$ cat src/hw/rtl/smx_pkg.sv
// Package for softmax_vector: payload structs, state enum, exp constants and table.
// No dependencies.
package smx_pkg;

    localparam int unsigned SampleW = 16;
    localparam int unsigned ProbW   = 16;
    localparam int unsigned ExpW    = 17;
    localparam int unsigned DivW    = ExpW + 16;
    localparam logic [16:0] Log2eQ16 = 17'd94548;
    localparam logic [15:0] Ln2Q16   = 16'd45426;
    localparam logic [15:0] ProbMax  = 16'hFFFF;

    typedef struct packed {
        logic [SampleW-1:0] sample_value;
        logic               is_last;
    } t_in_item;

    typedef struct packed {
        logic [ProbW-1:0] probability;
        logic             last_result;
        logic             overflow;
    } t_out_item;

    typedef enum logic [3:0] {
        ST_LOAD,
        ST_E_RD,
        ST_E_MUL,
        ST_E_TAB,
        ST_E_COR,
        ST_E_WR,
        ST_N_RD,
        ST_N_LD,
        ST_N_DIV,
        ST_N_OUT
    } t_state;

    function automatic logic [16:0] pow2_frac(input logic [3:0] idx);
        logic [16:0] v;
        begin
            case (idx)
                4'd0:    v = 17'd65536;
                4'd1:    v = 17'd62757;
                4'd2:    v = 17'd60097;
                4'd3:    v = 17'd57549;
                4'd4:    v = 17'd55109;
                4'd5:    v = 17'd52773;
                4'd6:    v = 17'd50535;
                4'd7:    v = 17'd48393;
                4'd8:    v = 17'd46341;
                4'd9:    v = 17'd44376;
                4'd10:   v = 17'd42495;
                4'd11:   v = 17'd40693;
                4'd12:   v = 17'd38968;
                4'd13:   v = 17'd37316;
                4'd14:   v = 17'd35734;
                default: v = 17'd34219;
            endcase
            return v;
        end
    endfunction

endpackage

$ cat src/hw/rtl/softmax_vector.sv
// softmax_vector top level: sample store, exp pass, restoring divider normalize pass.
// Depends on smx_pkg.
//
//  channel | signals                    | direction
//  in      | i_in_valid/o_in_ready/i_in  | samples in, valid/ready
//  out     | o_out_valid/i_out_ready/o_out | probabilities out, valid/ready
//
// Load: samples go into a store (MAX_LEN entries) with one write and one read port.
// On the last sample: exp pass steps each element through read, multiply,
// table, correct, write; then normalize steps each element through read, load,
// 33-step restoring divider, finish, advance. Input is held off meanwhile.
// Reset is synchronous, active low; the store itself is not cleared.
// A stalled output holds the next result at its finish step; nothing else advances.
module softmax_vector
    import smx_pkg::*;
#(
    parameter int unsigned MAX_LEN = 64
) (
    input  logic      i_clk,
    input  logic      i_rst_n,
    input  logic      i_in_valid,
    output logic      o_in_ready,
    input  t_in_item  i_in,
    output logic      o_out_valid,
    input  logic      i_out_ready,
    output t_out_item o_out
);
    localparam int unsigned AW = (MAX_LEN > 1) ? $clog2(MAX_LEN) : 1;
    localparam int unsigned CW = $clog2(MAX_LEN + 1);
    localparam int unsigned DCW = $clog2(DivW + 1);
    localparam int unsigned SumW = ExpW + AW;

    logic [ExpW-1:0] r_mem [MAX_LEN];
    logic [ExpW-1:0] r_rd;

    t_state r_state, n_state;
    logic signed [SampleW-1:0] r_max;
    logic [CW-1:0] r_cnt, r_idx;
    logic [SumW-1:0] r_sum;
    logic r_drop;
    // exp pipeline
    logic [SampleW:0]  r_m;
    logic [33:0]       r_u;
    logic [16:0]       r_t;
    logic [7:0]        r_lo;
    logic [4:0]        r_k;
    // divider
    logic [DivW-1:0]   r_num;
    logic [SumW:0]     r_rem;
    logic [DCW-1:0]    r_dc;
    logic [ProbW:0]    r_q;
    t_out_item         r_out;
    logic              r_ov;

    logic in_acc;
    logic [AW-1:0] idx_a, cnt_a;
    logic signed [SampleW-1:0] xs;
    logic mem_we;
    logic [AW-1:0] mem_wa;
    logic [ExpW-1:0] mem_wd;
    logic [16:0] t2;
    logic [17:0] rnd;
    logic [ExpW-1:0] e_val;

    assign in_acc = i_in_valid && o_in_ready;
    assign o_in_ready = (r_state == ST_LOAD);
    assign idx_a = r_idx[AW-1:0];
    assign cnt_a = r_cnt[AW-1:0];
    assign xs = signed'(i_in.sample_value);
    assign o_out_valid = r_ov;
    assign o_out = r_out;

    always_comb begin
        mem_we = 1'b0;
        mem_wa = idx_a;
        mem_wd = e_val;
        if (in_acc && r_cnt < CW'(MAX_LEN)) begin
            mem_we = 1'b1;
            mem_wa = cnt_a;
            mem_wd = {i_in.sample_value[SampleW-1], i_in.sample_value};
        end else if (r_state == ST_E_WR) begin
            mem_we = 1'b1;
        end
    end

    always_ff @(posedge i_clk) begin
        if (mem_we) begin
            r_mem[mem_wa] <= mem_wd;
        end
        r_rd <= r_mem[idx_a];
    end

    always_comb begin
        n_state = r_state;
        unique case (r_state)
            ST_LOAD:  if (in_acc && i_in.is_last) n_state = ST_E_RD;
            ST_E_RD:  n_state = ST_E_MUL;
            ST_E_MUL: n_state = ST_E_TAB;
            ST_E_TAB: n_state = ST_E_COR;
            ST_E_COR: n_state = ST_E_WR;
            ST_E_WR:  n_state = (r_idx + 1'b1 == r_cnt) ? ST_N_RD : ST_E_RD;
            ST_N_RD:  n_state = ST_N_LD;
            ST_N_LD:  n_state = ST_N_DIV;
            ST_N_DIV: if (r_dc == '0 && !r_ov) n_state = ST_N_OUT;
            ST_N_OUT: n_state = (r_idx + 1'b1 == r_cnt) ? ST_LOAD : ST_N_RD;
            default:  n_state = ST_LOAD;
        endcase
    end

    logic [SumW:0] trial;
    logic [SumW:0] rem_sh;
    logic [50:0] corr;
    assign rem_sh = {r_rem[SumW-1:0], r_num[DivW-1]};
    assign trial = rem_sh - {1'b0, r_sum};
    assign corr = 51'(r_t) * 51'(r_lo) * 51'(Ln2Q16) + (51'd1 << 27);

    // exp value after correction and shift, written back in the write cycle
    assign t2 = r_t - 17'(corr >> 28);
    assign rnd = (r_k == 5'd0) ? {1'b0, t2} : ({1'b0, t2} + (18'd1 << (r_k - 5'd1)));
    assign e_val = (r_k > 5'd16) ? '0 : ExpW'(rnd >> r_k);

    always_ff @(posedge i_clk) begin
        if (!i_rst_n) begin
            r_state <= ST_LOAD;
            r_max <= {1'b1, {(SampleW-1){1'b0}}};
            r_cnt <= '0;
            r_idx <= '0;
            r_sum <= '0;
            r_drop <= 1'b0;
            r_ov <= 1'b0;
            r_dc <= '0;
        end else begin
            r_state <= n_state;
            if (r_ov && i_out_ready) r_ov <= 1'b0;
            unique case (r_state)
                ST_LOAD: begin
                    r_idx <= '0;
                    r_sum <= '0;
                    if (in_acc) begin
                        if (r_cnt < CW'(MAX_LEN)) begin
                            r_cnt <= r_cnt + 1'b1;
                            if (xs > r_max) r_max <= xs;
                        end else begin
                            r_drop <= 1'b1;
                        end
                    end
                end
                ST_E_RD: ;
                ST_E_MUL: begin
                    r_m <= (SampleW+1)'(r_max) - (SampleW+1)'(r_rd);
                end
                ST_E_TAB: begin
                    r_u <= (34'(r_m) * 34'(Log2eQ16) + 34'd2048) >> 12;
                end
                ST_E_COR: begin
                    r_t  <= pow2_frac(r_u[11:8]);
                    r_lo <= r_u[7:0];
                    r_k  <= (r_u[33:12] > 22'd16) ? 5'd17 : r_u[16:12];
                end
                ST_E_WR: begin
                    r_idx <= (r_idx + 1'b1 == r_cnt) ? '0 : r_idx + 1'b1;
                    r_sum <= r_sum + SumW'(e_val);
                end
                ST_N_RD: ;
                ST_N_LD: begin
                    r_dc <= DCW'(DivW);
                end
                ST_N_DIV: begin
                    if (r_dc != '0) begin
                        r_dc <= r_dc - 1'b1;
                    end
                end
                ST_N_OUT: begin
                    r_idx <= r_idx + 1'b1;
                    if (r_idx + 1'b1 == r_cnt) begin
                        r_cnt <= '0;
                        r_drop <= 1'b0;
                        r_max <= {1'b1, {(SampleW-1){1'b0}}};
                    end
                end
                default: ;
            endcase
            if (r_state == ST_N_DIV && r_dc == '0 && !r_ov) begin
                r_ov <= 1'b1;
            end
        end
    end

    always_ff @(posedge i_clk) begin
        if (r_state == ST_N_LD) begin
            // numerator e*65536 + sum/2 shifted in MSB first
            r_num <= {r_rd, 16'd0} + DivW'(r_sum >> 1);
            r_rem <= '0;
            r_q <= '0;
        end
        if (r_state == ST_N_DIV && r_dc != '0) begin
            r_num <= {r_num[DivW-2:0], 1'b0};
            if (!trial[SumW]) begin
                r_rem <= trial;
                r_q <= {r_q[ProbW-1:0], 1'b1};
            end else begin
                r_rem <= rem_sh;
                r_q <= {r_q[ProbW-1:0], 1'b0};
            end
        end
        if (r_state == ST_N_DIV && r_dc == '0 && !r_ov) begin
            r_out.probability <= (r_sum == '0) ? '0 : (r_q[ProbW] ? ProbMax : r_q[ProbW-1:0]);
            r_out.last_result <= (r_idx + 1'b1 == r_cnt);
            r_out.overflow <= r_drop;
        end
    end

endmodule

$ cat config.mk
export PLATFORM = sky130hd
export DESIGN_NAME = softmax_vector
export DESIGN_NICKNAME = d
export VERILOG_FILES = /design/src/hw/rtl/smx_pkg.sv /design/src/hw/rtl/softmax_vector.sv
export SDC_FILE = /design/constraint.sdc
export NUM_CORES = 2
export LEC_CHECK = 0
export ABC_AREA = 1
export BUFFER_PORTS_ARGS = -buffer_cell sky130_fd_sc_hd__buf_2
export CORE_MARGIN = 2
export CORE_UTILIZATION = 40
export CTS_CLUSTER_DIAMETER = 80
export DETAILED_ROUTE_END_ITERATION = 10
export HOLD_SLACK_MARGIN = 0.05
export PLACE_DENSITY = 0.63
export SYNTH_ARGS = -nofsm -noshare
export SYNTH_HDL_FRONTEND = slang
export SYNTH_SLANG_ARGS = --single-unit
$ cat constraint.sdc
create_clock -name i_clk -period 17.4 [get_ports i_clk]
set_input_delay 3.48 -clock i_clk [delete_from_list [all_inputs] [get_ports i_clk]]
set_output_delay 3.48 -clock i_clk [all_outputs]
set_load 0.1 [all_outputs]
==> results.sh <==
export IMPL_portBuffers=40
export IMPL_avgSynthCellArea_um2=10.8
export IMPL_worst_pin_slew_ps=1330
export IMPL_worst_hold_path_endpoint="r_lo[2]$_DFFE_PP_"
export IMPL_postSynthRegisterBits=1330
export IMPL_first_pass_iters=6
export IMPL_critPathCaptureType="register"
export IMPL_async_flop_share_pct=0
export IMPL_coreArea_um2=183000
export IMPL_cp_required_ps=18070
export IMPL_cts_post_setup_buffers_inserted=0
export IMPL_hold_violations=0
export IMPL_slew_headroom_pct=10.9
export IMPL_drive_above_1_share_pct=7.60
export IMPL_clock_sinks=1330
export IMPL_ys_top_cells_by_count="edfxtp_1 (1247), nand2_1 (1056), inv_1 (831)"
export IMPL_fin_crit_ps=15960
export IMPL_antenna_found_initial=4
export IMPL_critPathMostFrequentCell="nand2_1"
export IMPL_setup_viol=0
export IMPL_grt_pass1_wl_mm=308
export IMPL_wl_mm=202
export IMPL_clk_pin_slew_ps=70
export IMPL_place_detailed_hpwl_mm=133
export IMPL_r2r_end="r_sum[21]$_SDFFE_PN0P_"
export IMPL_synth_compound_area_share_pct=13.0
export IMPL_ant_nets=0
export IMPL_synth_top_cell_area_share_pct=50.9
export IMPL_cts_resized=0
export IMPL_startpoint_type="register"
export IMPL_arrival_ps=16630
export IMPL_rsz0062_at_grt="no"
export IMPL_grt_usage_pct=21.4
export IMPL_vias=51300
export IMPL_synth_top_family_by_area="adder cells"
export IMPL_yosys_warnings=0
export IMPL_seq_area_frac_synth_pct=53.1
export IMPL_status="completed"
export IMPL_avgRoutedWirePerCell_um=21.6
export IMPL_synth_xor_area_share_pct=2.18
export IMPL_fmaxAchievable_mhz=62.7
export IMPL_grt_pass1_vias=50600
export IMPL_fp_row_count=157
export IMPL_drtIter0Drc=4668
export IMPL_syn_area_um2=73600
export IMPL_clk_latency_ps=790
export IMPL_cpPeakStageDelay_ps=740
export IMPL_die_w_um=433
export IMPL_overflow=0
export IMPL_hp_class="register to register"
export IMPL_critPathSlowestCell="edfxtp_1"
export IMPL_ff2ff_setup_slack_ps=1440
export IMPL_antennaDiodeCount=0
export IMPL_whs_ps=417
export IMPL_cts_made_buffers=134
export IMPL_netlist_instances=6792
export IMPL_initial_utilization_pct=40.2
export IMPL_synth_most_common_cell="edfxtp_1"
export IMPL_yosys_area_share_simple_pct=10.4
export IMPL_htreeDepth=4
export IMPL_worstHoldStart="r_u[2]$_DFFE_PP_"
export IMPL_tns_ps=0
export IMPL_drc_errors=0
export IMPL_hold_buffers=0
export IMPL_skew_ps=44.7
export IMPL_ys_types=73
export IMPL_max_cap_violations=0
export IMPL_synthTopCellsByArea="edfxtp_1 (51%), ha_1 (8.1%), fa_1 (7.3%)"
export IMPL_regToRegStartpoint="r_lo[2]$_DFFE_PP_"
export IMPL_place_gp_congestion=0.917
export IMPL_grt_max_degree=167
export IMPL_slew_viol_final=0
export IMPL_hold_depth=0
export IMPL_synth_edff_count=1247
export IMPL_cts_tree="yes"
export IMPL_io_pins=41
export IMPL_clockRootBuffer="clkbuf_16"
export IMPL_period_share_pct=91.7
export IMPL_crit_fanout=17
export IMPL_yosys_area_top_type="edfxtp_1"
export IMPL_synth_mux_area_share_pct=0.0272
export IMPL_synth_flop_cell="edfxtp_1"
export IMPL_syn_nets=7556
export IMPL_worst_setup_path_type="register to register"
export IMPL_viasPerCell=5.48
export IMPL_fp_dieH_um=433
export IMPL_rr_worst_depth=73
export IMPL_clockBufferDepth=3
export IMPL_syn2layout_area_growth_pct=10.3
export IMPL_layout_nets=7552
export IMPL_die_area_um2=187000
export IMPL_synthAdderAreaFrac_pct=15.4
## cell type report
cell class / instances / area [um^2]
clock inverters: 66 / 791
well taps: 2464 / 3080
multi-input cells: 4310 / 30300
inverters: 857 / 3230
clock buffers: 174 / 3550
flip-flops and latches: 1330 / 39100
repair buffers: 155 / 1100
fillers: 16900 / 102000
## cells by family (layout without fill, tap and decap cells)
group / count (synthesis) / count (layout)
AO/OA/AOI/OAI: 1591 / 1591
XOR/XNOR: 168 / 168
adder cells (fa/ha/maj): 743 / 743
buffers and inverters: 1152 / 1252
flip-flops: 1330 / 1330
multiplexers: 2 / 2
AND/OR/NAND/NOR: 1806 / 1806
## placed cells by master (no fill, tap or decap), types with 16 or more instances in the layout
cell and n:
nand2_2 28, a21oi_1 801, ha_1 474, clkbuf_1 36, edfxtp_1 1247, o21ai_0 320, nand4_1 48, nand2_1 1037
inv_2 23, dfxtp_1 79, clkinv_1 25, o21ai_1 23, inv_1 827, nor4_1 16, buf_4 112, o221ai_1 275
a31oi_1 18, fa_1 269, xnor2_1 40, nor2_2 41, clkbuf_16 135, buf_2 40, a211oi_1 27, nor2_1 265
xor2_1 115, nand3_1 258, nor3_1 45, o21bai_1 17
## worst max-delay path by stage
stage                      start                endpoint  slack [ps]  cells after the start
6_report       r_lo[2]$_DFFE_PP_  r_sum[21]$_SDFFE_PN0P_        1440                     73
3_3_place_gp   r_lo[2]$_DFFE_PP_  r_sum[21]$_SDFFE_PN0P_        1640                     76
4_1_cts        r_lo[2]$_DFFE_PP_  r_sum[21]$_SDFFE_PN0P_        1460                     73
2_1_floorplan  r_lo[2]$_DFFE_PP_  r_sum[21]$_SDFFE_PN0P_        3440                     73
5_1_grt        r_lo[3]$_DFFE_PP_  r_sum[16]$_SDFFE_PN0P_          20                     71
3_5_place_dp   r_lo[2]$_DFFE_PP_  r_sum[21]$_SDFFE_PN0P_        1520                     73
## state kept, by name, summed over array words and instances (netlist names), 5 cells and up
name and count:
r_rd 17, r_cnt 7, r_max 16, r_u 22, r_mem 1088, r_rem 23, r_lo 8, r_dc 6
r_sum 23, r_idx 7, r_k 5, r_num 33, r_m 17, r_t 17, o_out 18, r_q 17
## critical path: cells and delay by family, from the launching register on
family                   cells  cell delay, ps
adder cells (fa/ha/maj)     15            6090
AO/OA/AOI/OAI               22            3750
AND/OR/NAND/NOR             26            3650
XOR/XNOR                     4            1080
flip-flops                   1             740
buffers and inverters        6             540
## per-layer routing
layer  track usage [%]  vias up  share of wire (%)
li1                  -    23900                  -
met1              28.5    25400                 42
met2              36.0     1663                 49
met3              2.29      332                5.4
met4              7.97        0                3.9
met5                 0        -                  0
## per-stage QoR
| step | cells | setup WS, ps | instance area (um^2) | utilization, % |
|---|---|---|---|---|
| finish | 9356 | 1440 | 81200 | 44.4 |
| global route | 9356 | 22.2 | 81200 | 44.4 |
| CTS | 9356 | 1460 | 81200 | 44.4 |
| detailed placement | 9116 | 1520 | 76900 | 42.0 |
| global placement | 9116 | 1640 | 76900 | 42.0 |
| floorplan | 6792 | 3440 | 73600 | - |
Power is left out: the tool's default activity adds up to more than one toggle a clock period on the data nets, which glitch-free logic cannot reach.
